File: src/psd_pkg.sv
// ----------------------------------------------------------------------------
// psd_pkg
// Shared types, constants and the distance-to-gain table of the proximity
// slew dimmer.
// ----------------------------------------------------------------------------
package psd_pkg;

  typedef logic [7:0] dist_t;
  typedef logic [7:0] pixel_t;
  typedef logic [7:0] gain_t;

  // func codes
  typedef enum logic {
    FUNC_FRAME = 1'b0,
    FUNC_PIXEL = 1'b1
  } func_t;

  localparam int    NUM_CHANNELS  = 3;
  localparam dist_t NEAR_DISTANCE = 8'd5;
  localparam dist_t FAR_DISTANCE  = 8'd200;
  localparam dist_t SMOOTH_RESET  = 8'd100;
  localparam int    GAIN_NEAR     = 255;
  localparam int    GAIN_FAR      = 20;
  localparam int    GAIN_SPAN     = int'(FAR_DISTANCE) - int'(NEAR_DISTANCE);

  typedef gain_t gain_table_t [0:255];

  // Gain for every smoothed distance; evaluated at elaboration.
  // Signed division truncates toward zero, then clamp to GAIN_FAR..GAIN_NEAR.
  function automatic gain_table_t build_gain_table();
    gain_table_t tbl;
    int          num;
    int          g;
    for (int d = 0; d < 256; d++) begin
      num = (d - int'(NEAR_DISTANCE)) * (GAIN_FAR - GAIN_NEAR);
      g   = GAIN_NEAR + num / GAIN_SPAN;
      if (g < GAIN_FAR) g = GAIN_FAR;
      if (g > GAIN_NEAR) g = GAIN_NEAR;
      tbl[d] = gain_t'(g);
    end
    return tbl;
  endfunction

  localparam gain_table_t GAIN_TABLE = build_gain_table();
  localparam gain_t       GAIN_RESET = GAIN_TABLE[SMOOTH_RESET];

endpackage

File: src/psd_channel.sv
// ----------------------------------------------------------------------------
// psd_channel
// One color channel: slewed distance, its gain, and the pixel scaler.
// ----------------------------------------------------------------------------
module psd_channel (
  input  logic           clk,
  input  logic           rst,
  input  logic           step,      // frame beat leaves the input register
  input  psd_pkg::dist_t dist_in,
  input  psd_pkg::pixel_t color,
  output psd_pkg::pixel_t scaled
);

  psd_pkg::dist_t reading;
  psd_pkg::dist_t smooth;
  psd_pkg::dist_t smooth_next;
  psd_pkg::gain_t gain;
  logic [15:0]    product;
  logic [15:0]    rounded;

  // clamp reading to near..far
  always_comb begin
    if (dist_in < psd_pkg::NEAR_DISTANCE) begin
      reading = psd_pkg::NEAR_DISTANCE;
    end else if (dist_in > psd_pkg::FAR_DISTANCE) begin
      reading = psd_pkg::FAR_DISTANCE;
    end else begin
      reading = dist_in;
    end
  end

  // one step toward the reading
  always_comb begin
    if (reading < smooth) begin
      smooth_next = smooth - 8'd1;
    end else if (reading > smooth) begin
      smooth_next = smooth + 8'd1;
    end else begin
      smooth_next = smooth;
    end
  end

  always_ff @(posedge clk) begin
    if (rst) begin
      smooth <= psd_pkg::SMOOTH_RESET;
      gain   <= psd_pkg::GAIN_RESET;
    end else if (step) begin
      smooth <= smooth_next;
      gain   <= psd_pkg::GAIN_TABLE[smooth_next];
    end
  end

  // floor(p / 255) = (p + (p >> 8) + 1) >> 8 for p <= 255 * 255
  assign product = {8'd0, gain} * {8'd0, color};
  assign rounded = product + {8'd0, product[15:8]} + 16'd1;
  assign scaled  = rounded[15:8];

  // ---- assertions ----
  a_slew_one_step: assert property (@(posedge clk) disable iff (rst)
    smooth == $past(smooth) || smooth == $past(smooth) + 8'd1 ||
    smooth == $past(smooth) - 8'd1)
    else $error("smoothed distance moved more than one step");

  a_gain_tracks: assert property (@(posedge clk) disable iff (rst)
    gain == psd_pkg::GAIN_TABLE[smooth])
    else $error("gain out of step with smoothed distance");

endmodule

File: src/proximity_slew_dimmer.sv
// ----------------------------------------------------------------------------
// proximity_slew_dimmer
// Per-color dimmer whose gains follow three slewed distance readings.
// ----------------------------------------------------------------------------
// Takes one beat per clock while in_stall is low. A frame beat (func 0)
// moves each channel's smoothed distance one step toward its clamped
// reading and reloads that channel's gain from a constant table; it yields
// no result. A pixel beat (func 1) returns each color times its channel's
// gain divided by 255, truncated. A pixel's result passes through one input
// register, then the scaler (one 8x8 multiply per channel plus a reciprocal
// fix-up for /255) into the result register. A pixel that follows a frame
// beat in the next cycle already sees the new gains. The result register
// and the input register are separate, so a new beat is taken while a
// finished result waits on out_stall; in_stall rises only when both hold a
// pixel and the result is stalled. Gains after reset correspond to a
// smoothed distance of 100.
// ----------------------------------------------------------------------------
module proximity_slew_dimmer (
  input  logic            clk,
  input  logic            rst,
  // input channel
  input  logic            in_valid,
  output logic            in_stall,
  input  logic            func,
  input  psd_pkg::dist_t  dist_a,
  input  psd_pkg::dist_t  dist_b,
  input  psd_pkg::dist_t  dist_c,
  input  psd_pkg::pixel_t red_in,
  input  psd_pkg::pixel_t green_in,
  input  psd_pkg::pixel_t blue_in,
  // result channel
  output logic            out_valid,
  input  logic            out_stall,
  output psd_pkg::pixel_t red_out,
  output psd_pkg::pixel_t green_out,
  output psd_pkg::pixel_t blue_out
);

  // input register
  logic            s1_valid;
  psd_pkg::func_t  s1_func;
  psd_pkg::dist_t  s1_dist  [psd_pkg::NUM_CHANNELS];
  psd_pkg::pixel_t s1_color [psd_pkg::NUM_CHANNELS];

  logic            in_accept;
  logic            out_free;     // result register can take a new beat
  logic            s1_advance;
  logic            frame_step;
  logic            pixel_fire;
  psd_pkg::pixel_t scaled [psd_pkg::NUM_CHANNELS];

  assign out_free   = !out_valid || !out_stall;
  // frame beats never wait; pixel beats wait on the result register
  assign s1_advance = s1_valid && (s1_func == psd_pkg::FUNC_FRAME || out_free);
  assign frame_step = s1_valid && s1_func == psd_pkg::FUNC_FRAME;
  assign pixel_fire = s1_valid && s1_func == psd_pkg::FUNC_PIXEL && out_free;
  assign in_stall   = s1_valid && !s1_advance;
  assign in_accept  = in_valid && !in_stall;

  always_ff @(posedge clk) begin
    if (rst) begin
      s1_valid <= 1'b0;
    end else if (in_accept) begin
      s1_valid <= 1'b1;
    end else if (s1_advance) begin
      s1_valid <= 1'b0;
    end
  end

  // payload: no reset needed
  always_ff @(posedge clk) begin
    if (in_accept) begin
      s1_func     <= psd_pkg::func_t'(func);
      s1_dist[0]  <= dist_a;
      s1_dist[1]  <= dist_b;
      s1_dist[2]  <= dist_c;
      s1_color[0] <= red_in;
      s1_color[1] <= green_in;
      s1_color[2] <= blue_in;
    end
  end

  // one slew/gain/scale unit per color
  for (genvar ch = 0; ch < psd_pkg::NUM_CHANNELS; ch++) begin : g_ch
    psd_channel u_channel (
      .clk     (clk),
      .rst     (rst),
      .step    (frame_step),
      .dist_in (s1_dist[ch]),
      .color   (s1_color[ch]),
      .scaled  (scaled[ch])
    );
  end

  // result register
  always_ff @(posedge clk) begin
    if (rst) begin
      out_valid <= 1'b0;
    end else if (pixel_fire) begin
      out_valid <= 1'b1;
    end else if (!out_stall) begin
      out_valid <= 1'b0;
    end
  end

  always_ff @(posedge clk) begin
    if (pixel_fire) begin
      red_out   <= scaled[0];
      green_out <= scaled[1];
      blue_out  <= scaled[2];
    end
  end

  // ---- assertions ----
  a_stall_needs_item: assert property (@(posedge clk) disable iff (rst)
    in_stall |-> s1_valid && s1_func == psd_pkg::FUNC_PIXEL && out_valid && out_stall)
    else $error("input stalled without a blocked pixel");

  a_frame_drains: assert property (@(posedge clk) disable iff (rst)
    s1_valid && s1_func == psd_pkg::FUNC_FRAME |=> !s1_valid || $past(in_accept))
    else $error("frame beat held in input register");

  a_result_from_pixel: assert property (@(posedge clk) disable iff (rst)
    $rose(out_valid) |-> $past(s1_valid && s1_func == psd_pkg::FUNC_PIXEL))
    else $error("result raised without a pixel beat");

endmodule
File: config.mk
export PLATFORM = sky130hd
export DESIGN_NAME = proximity_slew_dimmer
export DESIGN_NICKNAME = d
export VERILOG_FILES = /design/src/psd_pkg.sv /design/src/psd_channel.sv /design/src/proximity_slew_dimmer.sv
export SDC_FILE = /design/constraint.sdc
export NUM_CORES = 1
export LEC_CHECK = 0
export BUFFER_PORTS_ARGS = -buffer_cell sky130_fd_sc_hd__clkbuf_2
export CELL_PAD_IN_SITES_DETAIL_PLACEMENT = 1
export CELL_PAD_IN_SITES_GLOBAL_PLACEMENT = 2
export CORE_ASPECT_RATIO = 0.5
export CORE_MARGIN = 2
export CORE_UTILIZATION = 30
export DETAILED_ROUTE_END_ITERATION = 10
export GPL_TIMING_DRIVEN = 0
export MAX_ROUTING_LAYER = met4
export PLACE_DENSITY_LB_ADDON = 0.15
export SETUP_SLACK_MARGIN = 0.02
export SYNTH_ARGS = -nofsm -noshare
export SYNTH_HDL_FRONTEND = slang
export SYNTH_HIERARCHICAL = 1
export SYNTH_SLANG_ARGS = --single-unit
File: constraint.sdc
create_clock -name clk -period 6.85 [get_ports clk]
set_input_delay 1.37 -clock clk [delete_from_list [all_inputs] [get_ports clk]]
set_output_delay 1.37 -clock clk [all_outputs]
set_load 0.005 [all_outputs]
==> results.toml, run 1 <==
[sta]
fin_crit_sh_pct = 93.0
max_slew_margin_pct = 15.9
finalWorstSetupSlack_ns = 0.478
fmax_mhz = 157
hold_viol_final = 0
worstMarginPinSlew_ns = 1.25
clock_skew_ns = 0.0116
worst_hold_slack_ns = 0.477
fin_setup_tns_ns = 0
finalSetupViolCount = 0
rsz0062_at_grt = "false"
timing.final.crit_period_ns = 6.37
maxSlewViolCount = 0

[clock_tree]
holdBufCountCts = 0
cts_root_buf = "clkbuf_16"
clock_path_buffers = 2
clk_latency_ns = 0.46
cts-htree-levels = 4
numCtsBuffers = 17
clkTransAtPathRegs_ns = 0.07
cts.sinks = 123
cts_tree = "done"

[worst_setup_path]
timing.rr.end = "blue_out[7]$_DFFE_PP_"
critPathKind = "reg2reg"
rrSetupSlack_ns = 0.48
cp_max_fo = 8
cp-end-kind = "flip-flop"
reg2regPathDepth = 22
cp.arrival_ns = 6.56
critPathLaunchType = "flip-flop"
crit_required_ns = 7.04
r2r-start = "s1_color[0][19]$_DFFE_PP_"
worstSetupStartpoint = "s1_color[0][19]$_DFFE_PP_"

[pwr]
p_total_uw = 5260
switching_power_uw = 2480
intPower_uw = 2790
share_seq_of_total_power_pct = 18.9
p_clk_share_pct = 17.1
cellLeakagePower_uw = 0.00881
power_density_nw_per_um2 = 251
max-vdd-ir-drop_v = 0.000114
p_comb_share_pct = 64.0
p_sw_share_pct = 47.1

[die]
die_area_um2 = 65200
core_um2 = 62700
dieWidth_um = 359
io_pins = 79
placement_rows = 65
start_util_pct = 30.2
die_h_um = 182

[drt]
ant_nets = 0
avgViaCountPerCell = 5.53
drt-total-wl_um = 68000
drtIter0Drc = 1223
dr.pass1.iters = 5
drc_errors = 0
vias = 17900
wl_per_cell_um = 21.0

[layout]
drive_gt1_share_pct = 9.81
diodes = 0
post-route-util_pct = 33.5
synthToLayoutAreaGrowth_pct = 10.8
nNetsFinal = 2733

[grt]
grt_pass1_wl_um = 108000
grt_pass1_vias = 18600
gr-usage-all-layers_pct = 21.4
grt_overflow = 0
antenna_found_initial = 2
use_met2_pct = 34.6
use_met1_pct = 28.2
grt_max_degree = 50
met3_usage_pct = 2.82
busiest_layer = "met2"

[worst_hold_path]
min_path_cells = 2
min_to = "g_ch[1].u_channel/smooth[7]$_SDFFE_PP0P_"
hold_path.class = "reg2reg"
hp-start = "g_ch[1].u_channel/smooth[7]$_SDFFE_PP0P_"

[logic_synthesis]
synth-main-ff-cell = "edfxtp_1"
synth_nets = 2633
synth-edff-count = 73
syn_area_um2 = 18900
synth_cell_types = 113
async_flop_share_pct = 0
synth_area_per_cell_um2 = 8.29
ys_warn_count = 6
syn_inst = 2283
ys_seq_area_share_pct = 16.9
ys_ff_latch = 123

[run_status]
outcome = "complete, no violations"

[placed_design]
hpwl_um = 52500
place_congestion = 0.894
dp_slack_ns = 0.0344
io_buffers = 78

[run]
maxCapViolCount = 0
[cells by family (layout without fill, tap and decap cells)]
family | Yosys count | count (layout) | share of synthesized area (%)
simple gates | 756 | 756 | 20.8
buf+inv | 337 | 450 | 7.42
fa+ha+maj | 299 | 299 | 24.0
mux | 32 | 32 | 1.81
compound gates | 639 | 639 | 24.2
flops | 123 | 123 | 16.9
xor+xnor | 97 | 97 | 4.88
[registers in the layout, indices dropped and copies added, names as in the netlist]
signal and flops:
s1_valid 1, s1_color 24, g_ch.u_channel/smooth 24, green_out 8, red_out 8, g_ch.u_channel/gain 24
out_valid 1, s1_dist 24, s1_func 1, blue_out 8
[routing by layer]
layer | up-vias | part of all wire [%]
met4 | 0 | 1.8
li1 | 8480 | -
met3 | 78 | 3.6
met2 | 367 | 46
met5 | - | 0
met1 | 8961 | 48
[power by group through the flow]
stage                     combinational (uW)  clock [uW]  sequential, uW
after floorplan                         2530           0             985
after global placement                  3330           0            1010
after detailed placement                3350           0            1010
after CTS                               3380         935             996
after global routing                    3830         961            1000
final                                   3370         899             994
[placed cells by master (no fill, tap or decap), types with 73 or more instances in the layout]
cell,instances
o21ai_0,87
ha_1,189
a21oi_1,131
and2_1,186
nand2_1,160
clkbuf_2,78
edfxtp_1,73
fa_1,108
nor2_1,143
inv_1,200
[how the worst max path moves through the flow]
stage / cells after the start / slack [ns] / to
after floorplan: 22 / 0.83 / blue_out[5]$_DFFE_PP_
after global placement: 22 / 0.005 / blue_out[7]$_DFFE_PP_
after detailed placement: 22 / 0.03 / blue_out[7]$_DFFE_PP_
after CTS: 22 / 0.11 / blue_out[7]$_DFFE_PP_
after global routing: 23 / 0.08 / blue_out[7]$_DFFE_PP_
final: 22 / 0.48 / blue_out[7]$_DFFE_PP_
[cell type report]
class,instances,area [um^2]
inverters,210,791
fillers,7470,41700
clock buffers,22,454
flip-flops and latches,123,3190
plain buffers,127,614
repair buffers,81,430
clock inverters,10,77.6
well taps,837,1050
multi-input cells,1823,14400
[cells in the mapped netlist (10+ instances only)]
library cell	count	area [um^2]
mux2i_1	25	250
dfxtp_1	50	1000
inv_1	200	751
a31oi_1	21	131
nor2_1	143	537
a2111oi_0	11	96.3
and2_1	187	1170
xor2_1	28	245
o22ai_1	11	68.8
o21a_1	13	97.6
or3_1	15	93.8
ha_1	189	2360
buf_2	47	235
a311oi_1	10	87.6
nand3_1	63	315
a21o_1	35	263
o31ai_1	18	135
o311ai_0	10	87.6
and3_1	25	156
o21ai_0	88	440
o221ai_1	12	105
a21oi_1	133	666
clkbuf_1	59	221
a221oi_1	11	96.3
nor4_1	12	75.1
edfxtp_1	73	2190
nand2_1	160	601
o21ai_1	11	55.1
nor3_1	70	350
o211ai_1	51	383
a22oi_1	12	90.1
xnor2_1	62	543
o2111ai_1	22	193
nand4_1	20	125
a211o_1	13	114
fa_1	108	2160
a211oi_1	45	338
[worst max-delay path, stage by stage, from the launching register on]
cell and delay, ns:
edfxtp_1 0.53, and2_1 0.24, fa_1 0.42, fa_1 0.49, inv_1 0.06, fa_1 0.49, fa_1 0.49, inv_1 0.04
ha_1 0.31, o21a_1 0.22, a2111oi_2 0.43, nor2_1 0.13, a21o_1 0.19, a21oi_1 0.22, xnor2_2 0.20, ha_1 0.31
o211ai_1 0.10, a21oi_1 0.09, or2_2 0.32, a311o_1 0.33, a21oi_2 0.23, nor3_1 0.08, xor2_1 0.17
[through the flow]
| stage | std cells | area (um^2) |
|---|---|---|
| 3_5_place_dp | 3200 | 20400 |
| 4_1_cts | 3232 | 20900 |
| 5_1_grt | 3233 | 21000 |
| 6_report | 3233 | 21000 |
| 3_3_place_gp | 3198 | 20400 |
| 2_1_floorplan | 2283 | 18900 |
[timing repair]
action | 4_1_cts | 5_1_grt
endpoints found under the setup margin | 1 | 11
resized for setup | 1 | 6
buffers inserted | 0 | 1
No activity file was read; power rests on OpenSTA's default activity.
==> run 2, diff against run 1 <==
- ABC_AREA: not set -> 1
- SETUP_SLACK_MARGIN: 0.02 -> not set
==> results.toml, run 2 <==
[die]
die_h_um = 183
die_area_um2 = 66000
dieWidth_um = 361
placement_rows = 65
start_util_pct = 30.3
io_pins = 79
core_um2 = 63100

[layout]
post-route-util_pct = 33.7
most-common-layout-cells = "803 x nand2_1, 502 x inv_1, 189 x ha_1, 177 x nand3_1, 173 x nor2_1"
synthToLayoutAreaGrowth_pct = 10.9
nNetsFinal = 3275
final_common_cell = "nand2_1"
multi_input_area_um2 = 13300
ff_latch_area_um2 = 3190
fillCellCount = 8065
diodes = 0
drive_gt1_share_pct = 11.4

[grt]
grt_pass1_vias = 18800
grt_max_degree = 25
grt_overflow = 0
gr-usage-all-layers_pct = 19.4
antenna_found_initial = 0
grt_pass1_wl_um = 99900

[clock_tree]
clk_latency_ns = 0.49
cts_root_buf = "clkbuf_16"
cts-htree-levels = 4
cts_tree = "done"
cts_setup_buffers = 0
numCtsBuffers = 17
cts.sinks = 123
clkTransAtPathRegs_ns = 0.07
clock_path_buffers = 2

[worst_hold_path]
min_path_cells = 2
hold_path.class = "reg2reg"

[drt]
route.met3.wl_um = 1140
drt-total-wl_um = 59700
vias = 17800
highest_layer = "met4"
avgViaCountPerCell = 4.73
drtIter0Drc = 760
wl_met1_um = 29400
wl_per_cell_um = 15.8
dr.pass1.iters = 5
route.met2.wl_um = 28000
drc_errors = 0
ant_nets = 0

[worst_setup_path]
worstSetupStartpoint = "s1_color[0][5]$_DFFE_PP_"
cp-endpoint = "red_out[2]$_DFFE_PP_"
slowest_stage = "fa_1"
critPathLaunchType = "flip-flop"
cp_max_fo = 8
timing.rr.end = "red_out[2]$_DFFE_PP_"
reg2regPathDepth = 25
worstPathBufferInverterCount = 5
cp-end-kind = "flip-flop"
crit_required_ns = 7.08
crit_cells = 25
crit_family = "adder cells"
cpPeakStageDelay_ns = 0.55
critPathKind = "reg2reg"
rrSetupSlack_ns = 0.39
cp.arrival_ns = 6.69
r2r-start = "s1_color[0][5]$_DFFE_PP_"

[logic_synthesis]
synth_area_per_cell_um2 = 6.78
synth_area_leaders = "nand2_1 16%, ha_1 12%, edfxtp_1 11%, fa_1 11%, inv_1 9.8%"
ys_seq_area_share_pct = 16.7
synth_most_common_cell = "nand2_1"
synth_top_area_cell = "nand2_1"
ys_warn_count = 6
ys_ff_latch = 123
synth_cell_types = 61
synthTopCellsByCount = "803 x nand2_1, 502 x inv_1, 189 x ha_1"
async_flop_share_pct = 0
synth_nets = 3177
syn_area_um2 = 19200
synth-main-ff-cell = "edfxtp_1"
synth-edff-count = 73
syn_inst = 2827
synth_top_area_share_pct = 15.7

[sta]
finalSetupViolCount = 0
rsz0062_at_grt = "false"
worstMarginPinSlew_ns = 0.846
hold_viol_final = 0
fmax_mhz = 155
clock_skew_ns = 0.0184
fin_setup_tns_ns = 0
fin_crit_sh_pct = 94.3
maxSlewViolCount = 0
timing.final.crit_period_ns = 6.46
max_slew_margin_pct = 43.5

[pwr]
share_seq_of_total_power_pct = 15.9
p_clk_share_pct = 14.8
power_density_nw_per_um2 = 286
switching_power_uw = 3200
p_sw_share_pct = 52.7
p_comb_share_pct = 69.3
p_total_uw = 6080
max-vdd-ir-drop_v = 0.000210
intPower_uw = 2870
cellLeakagePower_uw = 0.0118

[run]
maxCapViolCount = 0

[placed_design]
hpwl_um = 48900
io_buffers = 78
place_congestion = 0.870

[run_status]
outcome = "complete, no violations"
## run 2: cell types whose count changed after synthesis, moves of 32 or more
cell | before | now
o21ai_1 | 11 | 48
o211ai_1 | 51 | 16
nand3_1 | 63 | 177
nand2_1 | 160 | 803
xnor2_1 | 62 | 12
nor3_1 | 70 | 18
nand2_2 | 2 | 41
inv_1 | 200 | 502
buf_2 | 47 | 9
nor2_1 | 143 | 175
and2_1 | 187 | 1
a211oi_1 | 45 | 7
## run 2: worst min path at each step
stage	slack (ns)	end	start
3_3_place_gp	0.51	out_valid$_SDFFE_PP0P_	out_valid$_SDFFE_PP0P_
3_5_place_dp	0.54	g_ch[2].u_channel/smooth[7]$_SDFFE_PP0P_	g_ch[2].u_channel/smooth[7]$_SDFFE_PP0P_
4_1_cts	0.55	g_ch[2].u_channel/smooth[7]$_SDFFE_PP0P_	g_ch[2].u_channel/smooth[7]$_SDFFE_PP0P_
5_1_grt	0.57	g_ch[2].u_channel/smooth[7]$_SDFFE_PP0P_	g_ch[2].u_channel/smooth[7]$_SDFFE_PP0P_
6_report	0.53	g_ch[2].u_channel/smooth[7]$_SDFFE_PP0P_	g_ch[2].u_channel/smooth[7]$_SDFFE_PP0P_
2_1_floorplan	0.47	g_ch[2].u_channel/smooth[7]$_SDFFE_PP0P_	g_ch[2].u_channel/smooth[7]$_SDFFE_PP0P_
## run 2: timing repair
item,CTS,global route
gates resized for setup,0,0
setup endpoints to repair,0,1
hold buffers,0,0
endpoints found under the hold margin,0,0
## run 2: per-layer routing
layer / GRT usage [%] / vias to the layer above
li1: - / 9045
met1: 25.0 / 8559
met2: 32.4 / 175
met3: 2.08 / 67
met4: 5.52 / 0
met5: - / -
## run 2: power groups by stage
stage	combinational (uW)	clock [uW]	sequential (uW)
2_1_floorplan	3180	0	980
3_3_place_gp	4250	0	982
3_5_place_dp	4260	0	982
4_1_cts	4290	943	966
5_1_grt	4890	969	976
6_report	4210	899	968
## run 2: cells by family after synthesis
group / count (synthesis) / share of synthesized area (%)
simple gates: 1323 / 30.7
buf+inv: 642 / 13.9
compound gates: 367 / 11.0
fa+ha+maj: 297 / 23.6
flops: 123 / 16.7
xor+xnor: 75 / 4.02
## run 2: per-stage QoR
step / cells / setup WS, ns / hold WS (ns) / area (um^2)
global route: 3775 / 0.00377 / 0.571 / 21200
CTS: 3778 / 0.317 / 0.552 / 21300
floorplan: 2827 / 1.39 / 0.473 / 19200
global placement: 3742 / 0.320 / 0.510 / 20600
finish: 3775 / 0.389 / 0.533 / 21200
detailed placement: 3746 / 0.359 / 0.542 / 20700
## run 2: cell type report
| cell class | count | area share, % |
|---|---|---|
| timing repair buffer | 82 | 2.23 |
| clock buffer | 17 | 2.00 |
| multi-input combinational | 2062 | 62.7 |
| tap | 837 | 4.93 |
| clock inverter | 15 | 0.624 |
| buffer | 106 | 3.03 |
| inverter | 533 | 9.47 |
| sequential | 123 | 15.0 |
## run 2: worst register-to-register path, cell delays in order (launching register included)
cell,delay (ns)
edfxtp_1,0.40
clkbuf_1,0.38
nand2_1,0.13
fa_1,0.49
fa_1,0.55
inv_1,0.05
fa_1,0.53
inv_1,0.06
fa_1,0.53
inv_1,0.04
ha_1,0.35
nand2_1,0.09
o21ai_1,0.22
a21oi_1,0.10
o21bai_1,0.16
xor2_1,0.31
inv_1,0.18
ha_1,0.36
nand2_1,0.09
o21ai_0,0.33
a21oi_1,0.12
nand2_1,0.08
nand3_1,0.06
o21ai_1,0.30
nand3_1,0.13
xor2_1,0.17
==> run 3, diff against run 2 <==
- PLACE_DENSITY_LB_ADDON: 0.15 -> 0.25
==> results.toml, run 3 (synthesis results as in run 2) <==
[placed_design]
place_congestion = 0.882
placed_area_um2 = 20700
hpwl_um = 49800
dp_cells = 3746
io_buffers = 78

[worst_setup_path]
cp_max_fo = 9
cp-end-kind = "flip-flop"
critPathKind = "reg2reg"
crit_chain = "nand2_1, fa_1, fa_1, inv_1, fa_1, inv_1, fa_1, inv_1, ha_1, nand2_1, o21ai_1, a21oi_1, o21bai_1, xor2_1, inv_1, ha_1, nand2_1, o21ai_0, a21oi_1, nand2_1, nand3_1, o21ai_1, nand3_1, xor2_1"
worstPathBufferInverterCount = 4
cp.arrival_ns = 6.47
crit_required_ns = 7.06
crit_family = "adder cells"
slowest_stage = "dfxtp_1"
cpPeakStageDelay_ns = 0.59
critPathLaunchType = "flip-flop"

[sta]
fmax_mhz = 160
maxSlewViolCount = 0
hold_viol_final = 0
worstMarginPinSlew_ns = 0.768
finalSetupViolCount = 0
fin_crit_sh_pct = 91.4
timing.final.crit_period_ns = 6.26
max_slew_margin_pct = 48.7
rsz0062_at_grt = "false"
clock_skew_ns = 0.0176
fin_setup_tns_ns = 0

[clock_tree]
cts.repair.resized = 0
cts_setup_buffers = 0
cts.sinks = 123
clk_latency_ns = 0.47
cts_root_buf = "clkbuf_16"
clock_path_buffers = 2
cts_tree = "done"
numCtsBuffers = 17
cts-htree-levels = 4
holdBufCountCts = 0
clkTransAtPathRegs_ns = 0.06

[pwr]
share_seq_of_total_power_pct = 15.7
p_comb_share_pct = 68.5
p_clk_share_pct = 15.8
intPower_uw = 3010
cellLeakagePower_uw = 0.0118
power_density_nw_per_um2 = 291
p_total_uw = 6190
p_sw_share_pct = 51.4
max-vdd-ir-drop_v = 0.000164
switching_power_uw = 3190

[die]
die_area_um2 = 66000
placement_rows = 65
io_pins = 79
die_h_um = 183
start_util_pct = 30.3
core_um2 = 63100
dieWidth_um = 361

[drt]
avgViaCountPerCell = 4.77
wl_per_cell_um = 16.1
drt-total-wl_um = 60700
vias = 18000
drc_errors = 0
drtIter0Drc = 672
ant_nets = 0
dr.pass1.iters = 5

[layout]
fillCellCount = 8112
diodes = 0
nNetsFinal = 3268
fin_cells = 3768
final_common_cell = "nand2_1"
final_area_um2 = 21300
drive_gt1_share_pct = 11.3
most-common-layout-cells = "803 x nand2_1, 502 x inv_1, 189 x ha_1, 177 x nand3_1, 173 x nor2_1"
synthToLayoutAreaGrowth_pct = 11.0

[grt]
grt_max_degree = 21
grt_pass1_vias = 19400
grt_pass1_wl_um = 101000
gr-usage-all-layers_pct = 19.7
antenna_found_initial = 0
grt_overflow = 0

[run_status]
outcome = "complete, no violations"

[worst_hold_path]
hold_path.class = "reg2reg"

[run]
maxCapViolCount = 0
==> run 3: cell types whose count changed in the layout (fill, tap and decap cells not counted), sizes merged <==
cell | previous run | this run
inv | 538 | 531
clkinvlp | 3 | 0
bufinv | 0 | 2
clkbuf | 157 | 159
clkinv | 7 | 6
==> run 3: metrics by stage <==
stage / worst slack [ns] / util, % / hold slack (ns)
detailed placement: 0.285 / 32.8 / 0.530
CTS: 0.286 / 33.8 / 0.539
global placement: 0.381 / 32.6 / 0.515
global route: 0.00335 / 33.7 / 0.561
floorplan: 1.39 / - / 0.473
finish: 0.592 / 33.7 / 0.534
==> run 3: power groups by stage <==
stage | clock (uW) | combinational [uW] | sequential [uW]
floorplan | 0 | 3180 | 980
global placement | 0 | 4240 | 982
detailed placement | 0 | 4310 | 982
CTS | 1010 | 4330 | 966
global route | 1030 | 4900 | 984
finish | 978 | 4240 | 975
==> run 3: cell type report <==
cell class                 instances  area [um^2]  share of cell area [%]
clock buffer                      26          532                    2.50
timing repair buffer              82          475                    2.24
clock inverter                     6         82.6                   0.388
tap                              837         1050                    4.92
buffer                            99          617                    2.90
sequential                       123         3190                    15.0
multi-input combinational       2062        13300                    62.6
inverter                         533         2010                    9.46
==> run 3: final timing paths <==
kind | startpoint | endpoint | slack [ns] | cells after the start
min | out_valid$_SDFFE_PP0P_ | out_valid$_SDFFE_PP0P_ | 0.53 | 2
max reg2reg | g_ch[0].u_channel/gain[0]$_SDFFE_PP1P_ | red_out[2]$_DFFE_PP_ | 0.59 | 24
max | g_ch[0].u_channel/gain[0]$_SDFFE_PP1P_ | red_out[2]$_DFFE_PP_ | 0.59 | 24
min reg2reg | out_valid$_SDFFE_PP0P_ | out_valid$_SDFFE_PP0P_ | 0.53 | 2
==> run 3: routing by layer <==
metal  track usage [%]  share of wire (%)
met4              4.25                1.3
met3              2.23                2.3
met2              34.0                 48
met1              24.7                 48
met5                 -                  0
==> run 3: worst min-delay path: cells and delay by family (launching register included) <==
kind            cells  cell delay, ns
simple gates        1            0.09
flops               1            0.33
compound gates      1            0.06
